--- src/hdl/hlmd_div_stage.sv ---
module hlmd_div_stage #(
   parameter int WORD_WIDTH = 32
) (
   input  logic                  clock,
   input  logic                  advance,
   input  logic [WORD_WIDTH-1:0] rem_in,
   input  logic [WORD_WIDTH-1:0] quo_in,
   input  logic [WORD_WIDTH-1:0] div_in,
   output logic [WORD_WIDTH-1:0] rem_out,
   output logic [WORD_WIDTH-1:0] quo_out
);

   logic [WORD_WIDTH:0]   trial;
   logic [WORD_WIDTH:0]   diff;
   logic [WORD_WIDTH-1:0] rem_ff;
   logic [WORD_WIDTH-1:0] quo_ff;
   logic [WORD_WIDTH-1:0] rem_in_w;
   logic [WORD_WIDTH-1:0] quo_in_w;

   always_comb begin
      trial    = {rem_in, quo_in[WORD_WIDTH-1]};
      diff     = trial - {1'b0, div_in};
      quo_in_w = {quo_in[WORD_WIDTH-2:0], ~diff[WORD_WIDTH]};
      rem_in_w = diff[WORD_WIDTH] ? trial[WORD_WIDTH-1:0] : diff[WORD_WIDTH-1:0];
   end

   always_ff @(posedge clock) begin
      if (advance) begin
         rem_ff <= rem_in_w;
         quo_ff <= quo_in_w;
      end
   end

   assign rem_out = rem_ff;
   assign quo_out = quo_ff;

endmodule

--- config.mk ---
export PLATFORM = sky130hd
export DESIGN_NAME = hlmd_div_stage
export DESIGN_NICKNAME = d
export VERILOG_FILES = /design/src/hdl/hlmd_div_stage.sv
export SDC_FILE = /design/constraint.sdc
export NUM_CORES = 1
export LEC_CHECK = 0
export ABC_AREA = 1
export BUFFER_PORTS_ARGS = -buffer_cell sky130_fd_sc_hd__buf_2
export CAP_MARGIN = 20
export CORE_UTILIZATION = 40
export CTS_CLUSTER_DIAMETER = 40
export DETAILED_ROUTE_END_ITERATION = 10
export PLACE_DENSITY = 0.72
export SKIP_CTS_REPAIR_TIMING = 1
export SYNTH_ARGS = -nofsm -noshare
export SYNTH_HDL_FRONTEND = slang
export SYNTH_SLANG_ARGS = --single-unit
--- constraint.sdc ---
create_clock -name clock -period 2.3 [get_ports clock]
set_input_delay 0.115 -clock clock [delete_from_list [all_inputs] [get_ports clock]]
set_output_delay 0.115 -clock clock [all_outputs]
set_load 0.03 [all_outputs]
======== Word-level counts from Yosys, hierarchy flattened ========
Index checks and enable logic that the tools add are counted.
operators by class
  $add $sub $neg .......................... 1
  bitwise operators ....................... 1
  multiplexer cells ....................... 1
operator list
  cell                                            count
  33-bit by 32-bit subtractor with 33-bit output  1
  32-bit 2-to-1 mux                               1
  1-bit NOT                                       1
word-level totals
  register bits ........................... 64

======== Depth between registers and ports, before layout ========
Gate-level depths: netlist of run 1.
  word-level depth ........................ 2
  mapped depth ............................ 17
  gate-level depth less buffers ........... 16

======== Least setup slack after synthesis of run 1 ========
Ideal clock, no wire load.
  path kind ............................... in2reg
  start ................................... input port quo_in[31]
  end ..................................... register rem_ff[13], in the netlist rem_out[13] (data pin)
  data required time ...................... 2.048 ns
  setup slack ............................. 0.331 ns
  cell stages on the path ................. 16
  arrival ................................. 1.717 ns
  buffers on the path ..................... 1
  cells stage by stage .................... inv_1 ha_1 fa_1 inv_1 nand2_1 nand2_1 nand3_1 nand2_2 nand2_2 nand2_2 nand2_4 nand3_2 nand2_8 buf_12 nand2_1 nand2_1
between the ends
  cells in the longest elaborated chain, start to end .. 2
RTL lines
  item                                            line  text
  from (decl)                                     7     input logic [WORD_WIDTH-1:0] quo_in,
  33-bit by 32-bit subtractor with 33-bit output  22    diff = trial - {1'b0, div_in};
  32-bit 2-to-1 mux                               24    rem_in_w = diff[WORD_WIDTH] ? trial[WORD_WIDTH-1:0] : diff[WORD_WIDTH-1:0];
  named net rem_in_w[13]                          17    logic [WORD_WIDTH-1:0] rem_in_w;
  to (signal assigned)                            29    rem_ff <= rem_in_w;
  to (decl)                                       15    logic [WORD_WIDTH-1:0] rem_ff;
The timed path passes the listed nets, and every way through them passes these cells.
A chain may end at the register's enable or synchronous reset.

======== Worst setup path in the final report of run 1 ========
  start ................................... input port quo_in[31]
  end ..................................... register rem_ff[10], in the netlist rem_out[10] (data pin)
The elaborated chain is that of the path after synthesis.

==> flow_summary.json, run 1 <==
{
  "netlist_instances": 744,
  "antenna_found_initial": 0,
  "maxSlewViolCount": 0,
  "synthFlopType": "edfxtp_1",
  "syn_area_um2": 5185,
  "drive_above_1_share_pct": 23.16,
  "async_flop_share_pct": 0,
  "whs_endpoint": "rem_out[0]",
  "ys_warn_count": 0,
  "ys_types": 30,
  "period_needed_ns": 1.944,
  "synth_top_area_cell": "edfxtp_1",
  "synth.avg_cell_area_um2": 6.969,
  "chipWidth_um": 115.9,
  "synth_top_area_share_pct": 37.07,
  "clk_path_buf_depth": 2,
  "final_nets": 1076,
  "finalSetupTns_ns": 0,
  "drt-total-wl_mm": 13.92,
  "synth_most_common_cell": "nand2_1",
  "root_buffer": "clkbuf_16",
  "synth.top_cells.by_count": "nand2_1, inv_1, edfxtp_1, nor2_1, ha_1",
  "dp_hpwl_mm": 11.16,
  "holdCritStartpoint": "quo_in[31]",
  "htree_levels": 3,
  "syn_to_final_growth_pct": 30.72,
  "io_buffers": 161,
  "min_delay_path_depth": 3,
  "grt_pass1_wl_mm": 20.96,
  "start_util_pct": 41.09,
  "period_share_pct": 84.51,
  "setup_viol": 0,
  "critical_path_class": "input port to flop",
  "crit_arrival_ns": 2.03,
  "crit_path_end_kind": "flop",
  "core_um2": 12620,
  "grtUsageTotal_pct": 20.43,
  "wl_per_cell_um": 12.40,
  "cp.required_ns": 2.39,
  "grt_pass1_vias": 4447,
  "worstMarginPinSlew_ns": 0.5145,
  "synth-edff-count": 64,
  "worst-path-max-fanout": 32,
  "fmax_mhz": 514.5,
  "diodes": 0,
  "finalHoldViolCount": 0,
  "syn_nets": 875,
  "p_total_mw": 4.272,
  "hold_slack_ns": 0.05498,
  "status": "complete, no violations",
  "grt.overflow.total": 0,
  "rsz0062_at_grt": "false",
  "start_kind": "input port",
  "min_path_type": "input port to flop",
  "grt_max_degree": 46,
  "ys_seq_elements": 64,
  "worst_slack_ns": 0.3564,
  "num_vias": 5011,
  "maxCapViolations": 0,
  "postRouteAntennaNets": 0,
  "timing.slew.headroom_pct": 65.70,
  "drt_iter0_markers": 289,
  "drc": 0,
  "cellLeakagePower_nw": 3.854,
  "p_per_area_nw_per_um2": 630.3,
  "clkSinkCount": 64,
  "cts_made_buffers": 9,
  "dr.pass1.iters": 4,
  "peakVddDrop_v": 0.0003078,
  "die_area_um2": 13420,
  "pre_cts_slack_ns": -0.01305,
  "routabilityCongestion": 0.9029,
  "num_rows": 41,
  "boundaryPins": 162,
  "clkTransAtPathRegs_ns": 0.06,
  "seq_area_frac_synth_pct": 37.07,
  "cts_tree": "yes",
  "die_y_um": 115.9,
  "viasPerCell": 4.466,
  "synthTopCellsByArea": "edfxtp_1, nand2_1, inv_1, ha_1, nand2_2"
}
[routing by layer]
metal  global-route usage (%)  wire length [um]  vias to the layer above  share of wire [%]
met4                    6.325               206                        0                1.5
li1                         -                 -                     2675                  -
met5                        0                 0                        -                  0
met1                    25.98              6363                     2156                 46
met2                    34.40              6384                      166                 46
met3                    4.603               961                       14                6.9
[power by group]
group          total [mW]  internal [mW]  switching (mW)
Combinational        1.44          0.479           0.958
Clock                1.35          0.841           0.512
Sequential           1.48           1.45          0.0284
[cells in the final DEF (no fill, tap or decap), drive strengths merged]
master	netlist	routed
nand2	343	343
buf	6	165
inv	156	156
edfxtp	64	64
nor2	39	39
ha	32	32
dlygate4sd3	0	31
nand3	31	31
a21oi	26	26
xor2	14	14
clkbuf	0	10
nand4	8	8
o21bai	7	7
nor3	6	6
and2	4	4
clkinvlp	0	3
clkinv	1	3
nand3b	2	2
or2	2	2
and3	1	1
xnor2	1	1
fa	1	1
bufinv	0	1
[how the worst max path moves through the flow]
stage	startpoint	end	slack (ns)	depth (start not counted)
after floorplan	quo_in[31]	rem_out[13]	0.33	16
after global placement	quo_in[31]	rem_out[21]	0.05	16
after detailed placement	quo_in[31]	rem_out[23]	-0.01	16
after CTS	quo_in[31]	rem_out[23]	0.34	16
after global routing	quo_in[31]	rem_out[6]	0.1	16
final	quo_in[31]	rem_out[10]	0.36	16
[state kept, by name (all words and copies together), names as in the netlist]
signal	cells
rem_out	32
quo_out	32
[layout make-up]
type,count,area (um^2)
clock buffers,10,229.0
clock inverters,6,70.07
fillers,1301,5842
inverters,157,589.3
multi-input cells,517,2594
flip-flops and latches,64,1922
well taps,172,215.2
repair buffers,196,1159
[through the flow]
stage / area, um^2 / util [%] / cells
6_report: 6778 / 53.71 / 1122
4_1_cts: 6467 / 51.25 / 1091
2_1_floorplan: 5185 / - / 744
5_1_grt: 6778 / 53.71 / 1122
3_3_place_gp: 6168 / 48.88 / 1075
3_5_place_dp: 6168 / 48.88 / 1075
[worst max-delay path, stage by stage]
cell     delay, ns
buf_2         0.09
inv_1         0.03
ha_1          0.22
fa_1          0.41
inv_1         0.11
nand2_1       0.06
nand2_1       0.07
nand3_1       0.07
nand2_2       0.08
nand2_2       0.05
nand2_2       0.09
nand2_4       0.07
nand3_1       0.11
nand2_4       0.22
nand2_1       0.14
nand2_1       0.05
[cells by family after synthesis]
kind of cell	share of synthesized area, %
AND/OR/NAND/NOR	35.57
XOR/XNOR	2.534
AO/OA/AOI/OAI	3.813
flip-flops	37.07
buffers and inverters	12.91
adder cells (fa/ha/maj)	8.108
(Power assumes the default switching activity.)
==> run 2: changes to the inputs <==
- PLACE_DENSITY: 0.72 -> 0.74
- clock period: 2.3 -> 1.6 ns (I/O delays scaled with it)
==> run 2 against run 1 <==
The run now ends with setup timing left; critical path depth fell by 1; die area did not move; final cell count rose by 11%; utilization rose by 13 points; combinational power rose by 100%; critical path type unchanged; largest power group is now combinational cells.
==> flow_summary.json, run 2 (same netlist as run 1, synthesis figures left out) <==
{
  "status": "complete, but fails checks",
  "violations": "setup timing",
  "clkSinkCount": 64,
  "setup_viol": 32,
  "min_delay_path_depth": 3,
  "path_buf_inv": 3,
  "max_stage_delay_ns": 0.31,
  "final_nets": 1201,
  "die_y_um": 115.9,
  "grtUsageTotal_pct": 22.27,
  "worst-path-max-fanout": 7,
  "layout_commonest_cell": "nand2_1",
  "grt_pass1_vias": 4926,
  "wl_per_cell_um": 14.01,
  "boundaryPins": 162,
  "drt_iter0_markers": 309,
  "cts_tree": "yes",
  "crit_path_end_kind": "flop",
  "syn_to_final_growth_pct": 62.62,
  "viasPerCell": 4.661,
  "num_vias": 5812,
  "cp.required_ns": 1.70,
  "hold_slack_ns": 0.01751,
  "drive_above_1_share_pct": 41.67,
  "dpl-instance-area_um2": 7034,
  "htree_levels": 3,
  "die_area_um2": 13420,
  "maxSlewViolCount": 0,
  "cp_top_family": "simple AND/OR/NAND/NOR gates",
  "worst_slack_ns": -0.07581,
  "peakVddDrop_v": 0.0004073,
  "clkTransAtPathRegs_ns": 0.07,
  "final_util_pct": 66.82,
  "p_per_area_nw_per_um2": 856.7,
  "io_buffers": 161,
  "cellLeakagePower_nw": 4.622,
  "drc": 0,
  "num_rows": 41,
  "path_depth": 15,
  "dp_hpwl_mm": 11.78,
  "min_path_type": "input port to flop",
  "cpMostUsedCell": "nand2_4",
  "crit_arrival_ns": 1.77,
  "rsz0062_at_grt": "true",
  "start_util_pct": 41.09,
  "period_needed_ns": 1.676,
  "chipWidth_um": 115.9,
  "root_buffer": "clkbuf_16",
  "grt_pass1_wl_mm": 22.89,
  "postRouteAntennaNets": 0,
  "core_um2": 12620,
  "grt.overflow.total": 0,
  "critical_path_class": "input port to flop",
  "period_share_pct": 104.7,
  "worstMarginPinSlew_ns": 0.3395,
  "start_kind": "input port",
  "diodes": 0,
  "cts_made_buffers": 9,
  "routabilityCongestion": 0.8798,
  "clk_path_buf_depth": 2,
  "finalHoldViolCount": 0,
  "p_total_mw": 7.223,
  "drt-total-wl_mm": 17.47,
  "timing.slew.headroom_pct": 77.37,
  "grt_max_degree": 65,
  "fmax_mhz": 596.7,
  "final_cell_mix": "nand2_1, buf_2, inv_1",
  "cp_cell_sequence": "buf_2, ha_1, nand2_1, inv_2, nand2_2, nand2_2, a21oi_4, nand2_4, nand2_4, nand2_4, nand2_4, nand2_8, clkbuf_16, nand2_2, nand2_1",
  "antenna_found_initial": 0,
  "stdcell_area_um2": 8432,
  "maxCapViolations": 0,
  "crit_path_top_delay_cell": "ha_1",
  "dr.pass1.iters": 5
}
==> run 2: cell types whose count changed in the layout (fill, tap and decap cells not counted), moves of 6 or more <==
| cell | before | now |
|---|---|---|
| nand2_2 | 25 | 75 |
| nand2_4 | 4 | 14 |
| buf_4 | 3 | 114 |
| nand2_1 | 313 | 251 |
| ha_4 | 0 | 14 |
| nor2_1 | 38 | 29 |
| nand2_8 | 1 | 7 |
| buf_6 | 0 | 6 |
| ha_1 | 32 | 17 |
| nor2_2 | 1 | 10 |
==> run 2: power by group <==
| group | total (mW) | switching (mW) | internal (mW) | leakage [nW] |
|---|---|---|---|---|
| Combinational | 2.91 | 1.72 | 1.20 | 3.85 |
| Clock | 2.18 | 0.812 | 1.36 | 0.149 |
| Sequential | 2.13 | 0.0445 | 2.09 | 0.624 |
| Total | 7.22 | 2.57 | 4.65 | 4.62 |
==> run 2: routing by layer <==
metal / part of all wire (%) / routed length [um] / global-route usage (%) / vias to the layer above
li1: - / - / - / 2939
met1: 43 / 7485 / 28.08 / 2620
met2: 49 / 8589 / 38.97 / 224
met3: 6.3 / 1106 / 4.236 / 29
met4: 1.6 / 287 / 5.641 / 0
met5: 0 / 0 / 0 / -
==> run 2: worst paths after layout <==
check             startpoint          end  slack, ns
setup / recovery   rem_in[9]  rem_out[24]      -0.08
hold / removal    quo_in[31]   rem_out[0]       0.02
==> run 2: final cells by class <==
cell class,count,area [um^2]
Clock buffer,9,225.2
Clock inverter,7,96.34
Fill cell,1089,4188
Inverter,157,596.8
Multi-Input combinational cell,521,3197
Sequential cell,64,1922
Tap cell,172,215.2
Timing Repair Buffer,317,2180
==> run 2: through the flow <==
step                setup WS, ns  instances  TNS (ns)
global placement         -0.4482       1182    -14.14
detailed placement       -0.5265       1182    -16.61
CTS                      -0.2118       1198    -4.929
global route             -0.1668       1247    -4.226
floorplan                -0.2076        744    -6.579
finish                  -0.07581       1247    -1.023
==> run 2: worst min-delay path, cell delays in order <==
cell     delay, ns
buf_8         0.09
nand2_2       0.05
nand2_1       0.04
==> run 3: changes to the inputs <==
- BUFFER_PORTS_ARGS: -buffer_cell sky130_fd_sc_hd__buf_2 -> unset
- DONT_BUFFER_PORTS: unset -> 1
- PLACE_DENSITY: 0.74 -> 0.63
- RECOVER_POWER: unset -> 50
- TNS_END_PERCENT: unset -> 10
==> run 3 against run 2 <==
The flow finishes with violations (hold timing); clock power rose by 6%; via count down 14%; cell area shrank 11%; total power fell by 5.8%; combinational power is 34% lower; fmax grew 7.9%; hold slack lost 0.18 ns; final cell count shrank 12%; sequential share of layout area is 3.0 points higher; non-clock buffer count down 144; largest cell class unchanged.
==> flow_summary.json, run 3 (same netlist as run 1, synthesis figures left out) <==
{
  "p_clk_share_pct": 34.1,
  "dr.pass1.iters": 5,
  "viasPerCell": 4.552,
  "boundaryPins": 162,
  "rsz0062_at_grt": "true",
  "grt_pass1_wl_mm": 21.43,
  "cellLeakagePower_nw": 3.950,
  "fmax_mhz": 643.8,
  "core_um2": 12620,
  "status": "complete, but fails checks",
  "finalHoldViolCount": 64,
  "crit_path_end_kind": "flop",
  "clk_path_buf_depth": 2,
  "grt_max_degree": 65,
  "p_seq_share_pct": 37.6,
  "layout_commonest_cell": "nand2_1",
  "io_buffers": 0,
  "dp_hpwl_mm": 11.25,
  "seq_area_um2": 1922,
  "fillers": 1232,
  "sw_frac_of_total_pct": 33.44,
  "period_needed_ns": 1.553,
  "worst-path-max-fanout": 8,
  "hold_slack_ns": -0.1576,
  "chipWidth_um": 115.9,
  "crit_path_top_delay_cell": "fa_2",
  "syn_to_final_growth_pct": 43.97,
  "critical_path_class": "input port to flop",
  "maxCapViolations": 0,
  "timing.slew.headroom_pct": 79.56,
  "cpMostUsedCell": "nand2_2",
  "max_stage_delay_ns": 0.35,
  "cp_top_family": "simple AND/OR/NAND/NOR gates",
  "worstMarginPinSlew_ns": 0.3073,
  "root_buffer": "clkbuf_16",
  "cp.required_ns": 1.69,
  "p_per_area_nw_per_um2": 911.4,
  "crit_arrival_ns": 1.65,
  "p_total_mw": 6.803,
  "die_y_um": 115.9,
  "cts_made_buffers": 9,
  "setup_viol": 0,
  "final_nets": 1057,
  "grt_pass1_vias": 4287,
  "num_rows": 41,
  "clkSinkCount": 64,
  "path_buf_inv": 2,
  "start_util_pct": 41.09,
  "postRouteAntennaNets": 0,
  "antenna_found_initial": 0,
  "grt.overflow.total": 0,
  "diodes": 0,
  "min_path_type": "input port to flop",
  "violations": "hold timing",
  "switchingPower_mw": 2.275,
  "final_cell_mix": "nand2_1, inv_1, buf_4",
  "period_share_pct": 97.08,
  "maxSlewViolCount": 0,
  "htree_levels": 3,
  "multi_input_area_um2": 2905,
  "final_util_pct": 59.15,
  "drt_iter0_markers": 292,
  "routabilityCongestion": 0.8627,
  "cts_tree": "yes",
  "drive_above_1_share_pct": 22.56,
  "start_kind": "input port",
  "num_vias": 5021,
  "clkTransAtPathRegs_ns": 0.07,
  "drt-total-wl_mm": 15.36,
  "die_area_um2": 13420,
  "p_int_mw": 4.528,
  "grtUsageTotal_pct": 21.04,
  "peakVddDrop_v": 0.0004929,
  "power_frac_comb_pct": 28.3,
  "cp_cell_sequence": "inv_8, ha_4, fa_2, inv_2, nand2_2, nand2_2, nand3_2, nand2_2, nand2_2, nand2_4, nand2_4, nand3_4, nand2_8, nand2_2, nand2_1",
  "drc": 0,
  "wl_per_cell_um": 13.93
}
run 3: cell count changes in the layout (fill, tap and decap cells not counted), sizes merged:
cell and change:
clkbuf -3, buf -173, clkinvlp -1, clkinv -1, inv +1, dlygate4sd3 +32
bufinv +1
run 3: layout make-up:
class,count,share of cell area (%)
clock buffers,9,3.017
clock inverters,7,1.592
inverters,157,7.995
multi-input cells,521,38.92
flip-flops and latches,64,25.75
well taps,172,2.883
repair buffers,173,19.85
run 3: through the flow:
step	cell area (um^2)	setup TNS [ns]	std cells	setup slack [ns]
6_report	7465	0	1103	0.04675
5_1_grt	7465	-0.5399	1103	-0.05204
4_1_cts	6538	-0.004442	1034	-0.004442
3_5_place_dp	6193	-10.23	1018	-0.3729
3_3_place_gp	6193	-9.961	1018	-0.3508
2_1_floorplan	5223	-6.608	744	-0.2076
run 3: worst paths after layout:
check                      start     endpoint  slack, ns  depth (start not counted)
worst max-delay path  quo_in[31]  rem_out[25]       0.05                         15
worst min-delay path     advance   rem_out[3]      -0.16                          0
run 3: power groups by stage:
stage	Clock, mW	Combinational, mW	Sequential (mW)
global route	2.42	2.16	2.58
finish	2.32	1.93	2.56
global placement	0	1.64	2.59
detailed placement	0	1.65	2.59
CTS	2.35	1.65	2.56
floorplan	0	1.05	2.57
run 3: layer usage:
metal | global-route usage [%] | share of wire, % | vias to the layer above
met2 | 34.48 | 46 | 147
met3 | 4.916 | 6.2 | 13
met4 | 5.128 | 1.2 | 0
met5 | 0 | 0 | -
li1 | - | - | 2646
met1 | 27.87 | 46 | 2215
